<file path="config.mk">
export PLATFORM = sky130hd
export DESIGN_NAME = ttcs_merge
export DESIGN_NICKNAME = d
export VERILOG_FILES = /design/src/design/ttcs_pkg.sv /design/src/design/ttcs_merge.sv
export SDC_FILE = /design/constraint.sdc
export NUM_CORES = 1
export LEC_CHECK = 0
export BUFFER_PORTS_ARGS = -buffer_cell sky130_fd_sc_hd__buf_2
export CAP_MARGIN = 20
export CORE_AREA = 2 2 203 205
export CTS_CLUSTER_DIAMETER = 30
export CTS_CLUSTER_SIZE = 10
export DETAILED_ROUTE_END_ITERATION = 8
export DIE_AREA = 0 0 205 207
export PLACE_DENSITY = 0.63
export SLEW_MARGIN = 15
export SYNTH_ARGS = -nofsm -noshare
export SYNTH_HDL_FRONTEND = slang
export SYNTH_SLANG_ARGS = --single-unit
export TNS_END_PERCENT = 5
</file>
<file path="constraint.sdc">
create_clock -name clk_i -period 7.1 [get_ports clk_i]
set_input_delay 0.71 -clock clk_i [delete_from_list [all_inputs] [get_ports clk_i]]
set_output_delay 0.71 -clock clk_i [all_outputs]
set_load 0.02 [all_outputs]
</file>
<file path="src/design/ttcs_pkg.sv">
// ----------------------------------------------------------------------------
// ttcs_pkg: shared types and constants
// Register map, payload structs, latency budget and saturation helper for the
// triangle transform / cull / shade pipeline.
// ----------------------------------------------------------------------------
package ttcs_pkg;

  // configuration port
  localparam int unsigned CfgAddrW = 5;

  typedef enum logic [2:0] {
    REG_COS_Z,
    REG_SIN_Z,
    REG_COS_X,
    REG_SIN_X,
    REG_PROJ_X,
    REG_PROJ_Y,
    REG_PROJ_Z,
    REG_PROJ_ZOFF
  } reg_idx_e;

  typedef struct packed {
    logic signed [17:0] cos_z;
    logic signed [17:0] sin_z;
    logic signed [17:0] cos_x;
    logic signed [17:0] sin_x;
    logic signed [31:0] proj_x;
    logic signed [31:0] proj_y;
    logic signed [31:0] proj_z;
    logic signed [31:0] proj_zoff;
  } cfg_t;

  localparam cfg_t CfgRst = '{
    cos_z:     18'sd65536,
    sin_z:     18'sd0,
    cos_x:     18'sd65536,
    sin_x:     18'sd0,
    proj_x:    32'sd61680,
    proj_y:    32'sd65536,
    proj_z:    32'sd65543,
    proj_zoff: -32'sd6554
  };

  // one vertex in Q16.16
  typedef struct packed {
    logic signed [31:0] x;
    logic signed [31:0] y;
    logic signed [31:0] z;
  } vec_t;

  // what one vertex lane hands to the merge stage
  typedef struct packed {
    logic signed [31:0] sx;
    logic signed [31:0] sy;
    logic signed [31:0] pz;
  } lane_t;

  // result transaction
  typedef struct packed {
    logic               visible;
    logic signed [31:0] sx0;
    logic signed [31:0] sy0;
    logic signed [31:0] sx1;
    logic signed [31:0] sy1;
    logic signed [31:0] sx2;
    logic signed [31:0] sy2;
    logic signed [31:0] depth_sum;
    logic [3:0]         shade;
  } res_t;

  // fixed-point constants
  localparam logic signed [31:0] OneQ16   = 32'sd65536;
  localparam logic signed [31:0] PushZ    = 32'sd524288;
  localparam logic signed [31:0] Int32Max = 32'sh7fffffff;
  localparam logic signed [31:0] Int32Min = 32'sh80000000;
  localparam logic [3:0]         ShadeMax = 4'd12;
  localparam int unsigned        ShadeK   = 13;
  localparam int unsigned        NormBits = 24;

  // latency budget
  localparam int unsigned DivSteps = 31;
  localparam int unsigned DivLat   = DivSteps + 3;
  localparam int unsigned RotLat   = 4;
  localparam int unsigned LaneLat  = RotLat + 2 + DivLat + 2;
  localparam int unsigned FaceLat  = 10;
  localparam int unsigned FaceDly  = LaneLat - RotLat - FaceLat;

  // clamp a wide signed value to 32 bits
  function automatic logic signed [31:0] sat32(input logic signed [65:0] v);
    logic signed [31:0] r;
    if (v > 66'sd2147483647) begin
      r = Int32Max;
    end else if (v < -66'sd2147483648) begin
      r = Int32Min;
    end else begin
      r = v[31:0];
    end
    return r;
  endfunction

endpackage

</file>
<file path="src/design/ttcs_merge.sv">
// ----------------------------------------------------------------------------
// ttcs_merge: lane merge and output register
// Sums lane depths, zeroes culled triangles and holds the result transaction
// until the sink takes it.
// ----------------------------------------------------------------------------
module ttcs_merge (
  input  logic            clk_i,
  input  logic            rst_ni,
  input  logic            vld_i,
  input  ttcs_pkg::lane_t lane_i [3],
  input  logic            visible_i,
  input  logic [3:0]      shade_i,
  input  logic            out_ready_i,
  output logic            take_o,
  output logic            out_valid_o,
  output ttcs_pkg::res_t  res_o
);
  import ttcs_pkg::*;

  logic signed [33:0] ds_w;
  res_t               res_d, res_q;
  logic               out_valid_q;

  // combine lanes
  assign ds_w = 34'(lane_i[0].pz) + 34'(lane_i[1].pz) + 34'(lane_i[2].pz);

  always_comb begin
    res_d = '0;
    if (visible_i) begin
      res_d.visible   = 1'b1;
      res_d.sx0       = lane_i[0].sx;
      res_d.sy0       = lane_i[0].sy;
      res_d.sx1       = lane_i[1].sx;
      res_d.sy1       = lane_i[1].sy;
      res_d.sx2       = lane_i[2].sx;
      res_d.sy2       = lane_i[2].sy;
      res_d.depth_sum = sat32(66'(ds_w));
      res_d.shade     = shade_i;
    end
  end

  // output slot
  assign take_o = !out_valid_q || out_ready_i;

  always_ff @(posedge clk_i or negedge rst_ni) begin
    if (!rst_ni) begin
      out_valid_q <= 1'b0;
    end else if (take_o) begin
      out_valid_q <= vld_i;
    end
  end

  always_ff @(posedge clk_i) begin
    if (take_o && vld_i) begin
      res_q <= res_d;
    end
  end

  assign out_valid_o = out_valid_q;
  assign res_o       = res_q;

endmodule

</file>
== After elaboration in Yosys (flattened, before gate mapping) ==
Index checks and enable logic that the tools add are counted.

* Register bits after elaboration: 230
* Output and inout port bits: 231

* Add/subtract/negate cells: 2
* Magnitude comparators: 2
* Muxes and demuxes: 3
* Bitwise operators: 1
* Reduce and logical (&&, ||, !) cells: 4

{| class="wikitable"
|+ Operator list
! cell !! number
|-
| $mux 229 || 1
|-
| $mux 32 || 2
|-
| $add 33x32->34 || 1
|-
| $gt 34x32->1 const B || 1
|-
| $lt 34x32->1 const B || 1
|-
| $add 32x32->33 || 1
|-
| $reduce_or 2->1 || 1
|-
| $logic_and 1x1->1 || 1
|-
| $logic_not 1->1 || 1
|-
| $logic_or 1x1->1 || 1
|-
| $not 1->1 || 1
|}

== Logic depth before layout (Yosys ltp) ==
Gate-level depths: netlist (run 1).

* Word-level depth: 6
* Depth in mapped cells: 16
* Depth with buffers taken out: 15

== Worst setup path after synthesis (run 1) ==
OpenSTA, ideal clock, no wires.

* Kind: input port to flip-flop
* From: input out_ready_i
* To: register res_q, in the netlist res_o[0], enable pin
* Library setup time: 0.617 ns
* Arrival: 6.216 ns
* Required time: 6.483 ns
* Path slack: 0.266 ns
* Stages: 2
* Cells stage by stage: nand2b_1 -> and2_1

* Cells in the longest elaborated chain, start to end: 2

{| class="wikitable"
|+ Ends and longest elaborated chain
! element !! line !! source
|-
| start, declared || ttcs_merge.sv:13 || <nowiki>input logic out_ready_i,</nowiki>
|-
| $logic_or 1x1->1 || ttcs_merge.sv:43 || <nowiki>assign take_o = !out_valid_q || out_ready_i;</nowiki>
|-
| $logic_and 1x1->1 || ttcs_merge.sv:54 || <nowiki>if (take_o && vld_i) begin</nowiki>
|-
| end signal, assigned || ttcs_merge.sv:55 || <nowiki>res_q <= res_d;</nowiki>
|-
| end, declared || ttcs_merge.sv:21 || <nowiki>res_t res_d, res_q;</nowiki>
|}

Every way passes these cells.
A chain may end at the register's enable or synchronous reset.

== Worst setup path in the final report (run 1) ==
* From: input lane_i[1] in the netlist's numbering
* To: register res_q, in the netlist res_o[33] (data pin)

* Cells in the longest elaborated chain, start to end: 4

{| class="wikitable"
|+ Ends and longest elaborated chain
! element !! line !! source
|-
| start, declared || ttcs_merge.sv:10 || <nowiki>input ttcs_pkg::lane_t lane_i [3],</nowiki>
|-
| $add 33x32->34 * || ttcs_merge.sv:25 || <nowiki>assign ds_w = 34'(lane_i[0].pz) + 34'(lane_i[1].pz) + 34'(lane_i[2].pz);</nowiki>
|-
| $lt 34x32->1 || ttcs_pkg.sv:93 || <nowiki>end else if (v < -66'sd2147483648) begin</nowiki>
|-
| $mux 32 || ttcs_pkg.sv:93 ||
|-
| $mux 32 * || ttcs_pkg.sv:91 || <nowiki>if (v > 66'sd2147483647) begin</nowiki>
|}

Every way passes the cells marked *; elsewhere a longest branch is shown, timed or not.

==> impl_metrics.yaml, run 1 <==
outcome:
  status: "complete, no violations"
placed_design:
  placed_cell_area_sq_mm: 0.0142
  port_buffers: 527
  place_inst: 1796
  place_hpwl_um: 25800
  place.gp.congestion: 0.883
cells_and_area:
  final_cell_mix: "buf_2 (526), edfxtp_1 (229), and2_1 (197)"
  final_cells: 1889
  area_delta_synth_final_pct: 44.8
  final_common_cell: "buf_2"
  design_area_sq_mm: 0.0159
  fillers: 3894
  drive_gt1_share_pct: 48.0
  nNetsFinal: 1680
critical_path:
  reg2reg_depth: 3
  crit_start: "lane_i[1]"
  critPathMaxFanout: 15
  r2r-start: "out_valid_o"
  path_class: "in -> reg"
  worstPathArrival_ns: 4.54
  cp-start-kind: "primary input"
  r2r_setup_slack_ns: 4.53
  required_ns: 7.35
  critPathCaptureType: "register"
  reg2reg_to: "res_o[183]"
sta:
  finalMaxSlewViolations: 0
  skew_ns: 0.0210
  finalHoldViolCount: 0
  rsz0062_at_grt: "false"
  period_minus_slack_ns: 4.29
  worstMarginPinSlew_ns: 1.00
  fmax_mhz: 233
  slew_headroom_pct: 33.1
  finalCritPeriodShare_pct: 60.4
  finalSetupViolCount: 0
  fin_setup_tns_ns: 0
  whs_ns: 0.391
synth:
  ys_seq_elements: 230
  synth.avg_cell_area_sq_um: 14.4
  syn-cell-area_sq_mm: 0.0110
  yosysWarnings: 0
  ys_async_sr_fraction_pct: 0.435
  synth_seq_area_share_pct: 62.7
  synth_cells: 767
  ys_top_cells_by_area: "edfxtp_1 (62%), and2_1 (11%), fa_1 (6.0%)"
  synth_ff_type: "edfxtp_1"
  netlist.area_leader.share_pct: 62.4
  syn_nets: 1129
  yosysTopAreaCell: "edfxtp_1"
  synth_cell_types: 50
  synth-edff-count: 229
worst_hold_path:
  min_from: "vld_i"
  holdPathEnd: "out_valid_o"
  hold_path_class: "in -> reg"
  hold_depth: 2
cts:
  clkTransAtPathRegs_ns: 0.05
  postCtsSetupBuffers: 0
  cts_max_path_buffers: 3
  cts.repair.resized: 0
  cts_hold_buf: 1
  worstSkewPairLatency_ns: 0.54
  clock_sinks: 230
  cts_buffers: 49
  h-tree-depth: 2
  root_buffer: "clkbuf_16"
  cts_tree: "done"
routing:
  drcViolationCount: 0
  viasPerCell: 4.41
  num_vias: 8324
  first_iter_violations: 412
  drt-total-wl_um: 34000
  ant_nets: 0
  wl_per_cell_um: 18.0
  dr.pass1.iters: 4
pwr:
  power-per-cell-area_mw_per_mm2: 312
  ir_worst_vdd_mv: 0.159
  leakagePower_nw: 6.90
global_routing:
  grt_overflow: 0
  grt_max_degree: 168
  grt_pass1_wl_um: 49400
  antenna_found_initial: 7
  grt_pass1_vias: 8604
  grt.total_usage_pct: 15.2
floorplanning:
  num_io_pins: 528
  initial_utilization_pct: 27.3
  num_rows: 74
  core_area_sq_mm: 0.0404
  die-area_sq_mm: 0.0424
  dieHeight_um: 207
  die_x_um: 205
job:
  cap_violations: 0
==> through the flow <==
step           total power, mW  utilization, %  worst slack, ns
2_1_floorplan             2.38               -            0.266
3_3_place_gp              2.69            35.2             2.16
3_5_place_dp              2.71            35.2             2.08
4_1_cts                   5.02            39.4             2.62
5_1_grt                   5.19            39.5             2.67
6_report                  4.97            39.5             2.81
==> synthesized netlist by cell type (all sizes together), types with 4 or more instances <==
master    n
nand2    24
clkbuf   28
o21ai    21
xnor2    17
and3      5
edfxtp  229
a21oi    33
a21o     12
fa       33
nor2b     4
xor2      9
buf       6
ha       32
inv      17
and2    198
o31ai    26
a211oi    6
o21bai    6
nand3     8
nor2     16
==> worst max path at each step <==
stage / end
CTS: res_o[7]
global route: res_o[7]
detailed placement: res_o[7]
finish: res_o[33]
global placement: res_o[7]
floorplan: res_o[0]
==> flip-flops by register name, summed over array words and instances, names as in the netlist <==
signal       count
out_valid_o      1
res_o          229
==> layout make-up <==
class                   instances  area [sq um]  share of cell area, %
repair buffers                534          2740                   17.2
diodes                          2          5.00                 0.0314
inverters                      17          63.8                  0.400
multi-input cells             486          3880                   24.4
flip-flops and latches        230          6900                   43.3
clock buffers                  57          1300                   8.13
clock inverters                31           387                   2.42
well taps                     532           666                   4.17
==> cell families after synthesis <==
group	after synthesis	synth area share, %
buf+inv	51	2.09
flops	230	62.7
simple gates	270	14.4
compound gates	125	9.11
xor+xnor	26	2.07
fa+ha+maj	65	9.63
==> metal layers <==
layer | GRT usage, % | share of wire (%)
met5 | 0 | 0.20
met4 | 5.93 | 3.4
met3 | 4.61 | 9.4
met1 | 16.6 | 37
met2 | 27.3 | 50
==> where the power goes <==
group | switching, mW | total, mW | internal (mW)
clock network | 0.730 | 2.29 | 1.56
logic | 0.619 | 1.01 | 0.395
registers | 0.0302 | 1.67 | 1.64
total | 1.38 | 4.97 | 3.59
==> critical path: stages <==
cell	delay, ns
buf_2	0.08
inv_1	0.05
fa_1	0.46
inv_1	0.07
ha_1	0.16
inv_1	0.05
fa_1	0.38
and2b_1	0.25
o2111ai_1	0.14
a21oi_1	0.31
a21oi_1	0.21
a21bo_4	0.27
o211ai_1	0.28
o311ai_4	0.18
o2111ai_4	0.61
buf_16	0.23
o31ai_2	0.08
(Power assumes the default switching activity.)
==> run 2: changes to the inputs <==
--- a/config.mk
+++ b/config.mk
@@ -5,13 +5,14 @@
 export SDC_FILE = /design/constraint.sdc
 export NUM_CORES = 1
 export LEC_CHECK = 0
+export ABC_AREA = 1
 export BUFFER_PORTS_ARGS = -buffer_cell sky130_fd_sc_hd__buf_2
 export CAP_MARGIN = 20
-export CORE_AREA = 2 2 203 205
+export CORE_AREA = 2 2 207 209
 export CTS_CLUSTER_DIAMETER = 30
 export CTS_CLUSTER_SIZE = 10
 export DETAILED_ROUTE_END_ITERATION = 8
-export DIE_AREA = 0 0 205 207
+export DIE_AREA = 0 0 209 211
 export PLACE_DENSITY = 0.63
 export SLEW_MARGIN = 15
 export SYNTH_ARGS = -nofsm -noshare
==> constraint.sdc (replaced) <==
create_clock -name clk_i -period 4.09 [get_ports clk_i]
set_input_delay 0.409 -clock clk_i [delete_from_list [all_inputs] [get_ports clk_i]]
set_output_delay 0.409 -clock clk_i [all_outputs]
set_load 0.02 [all_outputs]
==> impl_metrics.yaml, run 2 <==
synth:
  synth.avg_cell_area_sq_um: 9.76
  synth_compound_area_share_pct: 2.18
  syn-cell-area_sq_mm: 0.0117
  yosysWarnings: 0
  synth_fa_ha_area_share_pct: 9.05
  synth-xor-area-share_pct: 1.57
  synth.mux.area_fraction_pct: 0
  ys_seq_elements: 230
  synth-edff-count: 229
  netlist.area_leader.share_pct: 58.7
  ys_top_cells_by_area: "edfxtp_1 (59%), nand2_1 (13%), inv_1 (9.1%)"
  synthSimpleGateAreaFrac_pct: 17.9
  syn_nets: 1563
  synth_cell_types: 29
  synth_top_family_by_area: "simple AND/OR/NAND/NOR gates"
  synth_seq_area_share_pct: 58.9
  ys_async_sr_fraction_pct: 0.435
  synth_most_common_cell: "nand2_1"
  ys_top_cells_by_count: "nand2_1 (405), inv_1 (285), edfxtp_1 (229), nand3_1 (54), nor2_1 (39)"
  yosysTopAreaCell: "edfxtp_1"
  synth_ff_type: "edfxtp_1"
  synth_cells: 1201
critical_path:
  crit_start: "lane_i[1]"
  cp-start-kind: "primary input"
  critPathMaxFanout: 29
  worstPathArrival_ns: 3.42
  critPathCaptureType: "register"
  required_ns: 4.48
  r2r-start: "out_valid_o"
  path_class: "in -> reg"
cells_and_area:
  nNetsFinal: 2120
  final_cell_mix: "buf_2 (526), nand2_1 (405), inv_1 (284)"
  area_delta_synth_final_pct: 44.0
  design_area_sq_mm: 0.0169
  regArea_sq_mm: 0.00690
  fillers: 4104
  multi_input_area_sq_mm: 0.00361
  final_common_cell: "buf_2"
  drive_gt1_share_pct: 35.3
  largest_reg_flops: 229
cts:
  clock_sinks: 230
  cts_buffers: 51
  clkTransAtPathRegs_ns: 0.04
  root_buffer: "clkbuf_16"
  cts.repair.resized: 0
  postCtsSetupBuffers: 0
  h-tree-depth: 2
  cts_max_path_buffers: 3
  cts_hold_buf: 1
  worstSkewPairLatency_ns: 0.56
  cts_tree: "done"
routing:
  dr.pass1.iters: 5
  num_vias: 9963
  viasPerCell: 4.25
  drt-total-wl_um: 39700
  wl_per_cell_um: 17.0
  drcViolationCount: 0
  first_iter_violations: 734
  ant_nets: 0
outcome:
  status: "complete, no violations"
floorplanning:
  num_rows: 75
  num_io_pins: 528
  die-area_sq_mm: 0.0441
  core_area_sq_mm: 0.0418
  die_x_um: 209
  initial_utilization_pct: 28.1
  dieHeight_um: 211
job:
  cap_violations: 0
sta:
  finalSetupViolCount: 0
  fmax_mhz: 330
  skew_ns: 0.0362
  period_minus_slack_ns: 3.03
  slew_headroom_pct: 39.6
  whs_ns: 0.0759
  fin_setup_tns_ns: 0
  rsz0062_at_grt: "false"
  finalHoldViolCount: 0
  finalCritPeriodShare_pct: 74.2
  finalMaxSlewViolations: 0
  worstMarginPinSlew_ns: 0.903
pwr:
  power-per-cell-area_mw_per_mm2: 542
  power.total_mw: 9.15
  ir_worst_vdd_mv: 0.315
  leakagePower_nw: 9.20
placed_design:
  placed_cell_area_sq_mm: 0.0150
  port_buffers: 527
  place_hpwl_um: 31200
  place.gp.congestion: 0.912
worst_hold_path:
  hold_path_class: "in -> reg"
  min_from: "vld_i"
global_routing:
  grt_util_met3_pct: 5.47
  antenna_found_initial: 12
  grt_overflow: 0
  top_usage_layer: "met2"
  use_met1_pct: 19.2
  grt_use_met2_pct: 30.3
  grt.total_usage_pct: 17.1
  grt_max_degree: 149
  grt_pass1_wl_um: 56800
  grt_pass1_vias: 9681
-- run 2: changes by cell type after synthesis, sizes merged, moves of 19 or more --
cell	before	now
o31ai	26	0
nor2	16	44
and2	198	0
inv	17	286
o21ai	21	2
nand3	8	55
nand2	24	414
-- run 2: through the flow --
step	setup slack [ns]	instances	utilization, %
after floorplan	-0.653	1201	-
after global placement	0.567	2243	35.9
after detailed placement	0.536	2243	35.9
after CTS	1.09	2340	40.4
after global routing	0.809	2340	40.4
final	1.06	2343	40.4
-- run 2: final timing paths --
kind | endpoint | cells after the start | slack (ns)
worst max register to register | res_o[203] | 2 | 2.02
max in group asynchronous | out_valid_o | 2 | 3.82
min in group asynchronous | out_valid_o | 2 | 0.18
worst min-delay path | out_valid_o | 3 | 0.08
worst min register to register | out_valid_o | 2 | 0.63
worst max-delay path | res_o[4] | 22 | 1.06
-- run 2: kinds of logic (layout without fill, tap and decap cells) --
logic type,count (synthesis),in the layout
xor gates and xnor gates,21,21
buffers and inverters,316,916
adders and majority gates,65,65
and+or+nand+nor,523,523
DFF,230,230
AOI/OAI and AO/OA,46,46
other,0,3
-- run 2: report_power, final --
group          internal [mW]  total [mW]  switching [mW]
Sequential              2.85        2.91          0.0641
Clock                   3.05        4.41            1.36
Combinational          0.613        1.83            1.22
Total                   6.51        9.15            2.64
-- run 2: layout make-up --
cell class                      count  area share, %
Antenna cell                        3         0.0445
Clock buffer                       54           7.63
Clock inverter                     42           3.45
Inverter                          286           6.40
Multi-Input combinational cell    655           21.4
Sequential cell                   230           40.9
Tap cell                          539           4.00
Timing Repair Buffer              534           16.2
-- run 2: worst max-delay path: stages --
cell and delay [ns]:
buf_2 0.07, inv_1 0.05, fa_1 0.47, inv_1 0.07, ha_1 0.16, inv_1 0.05
fa_1 0.40, inv_1 0.09, nand3_1 0.06, nand3_1 0.11, nand2_1 0.08, nand2_2 0.10
nand2_1 0.06, nand2_1 0.13, nand2_1 0.09, nand2_1 0.06, nand2_1 0.06, nand2_2 0.13
inv_2 0.05, nand2_2 0.39, nand2_1 0.17, nor2_1 0.15
-- run 2: per-layer routing --
| layer | vias up | wire [um] |
|---|---|---|
| met5 | - | 135 |
| met4 | 18 | 1280 |
| met3 | 77 | 3100 |
| met2 | 403 | 20200 |
| met1 | 4625 | 15000 |
| li1 | 4840 | - |
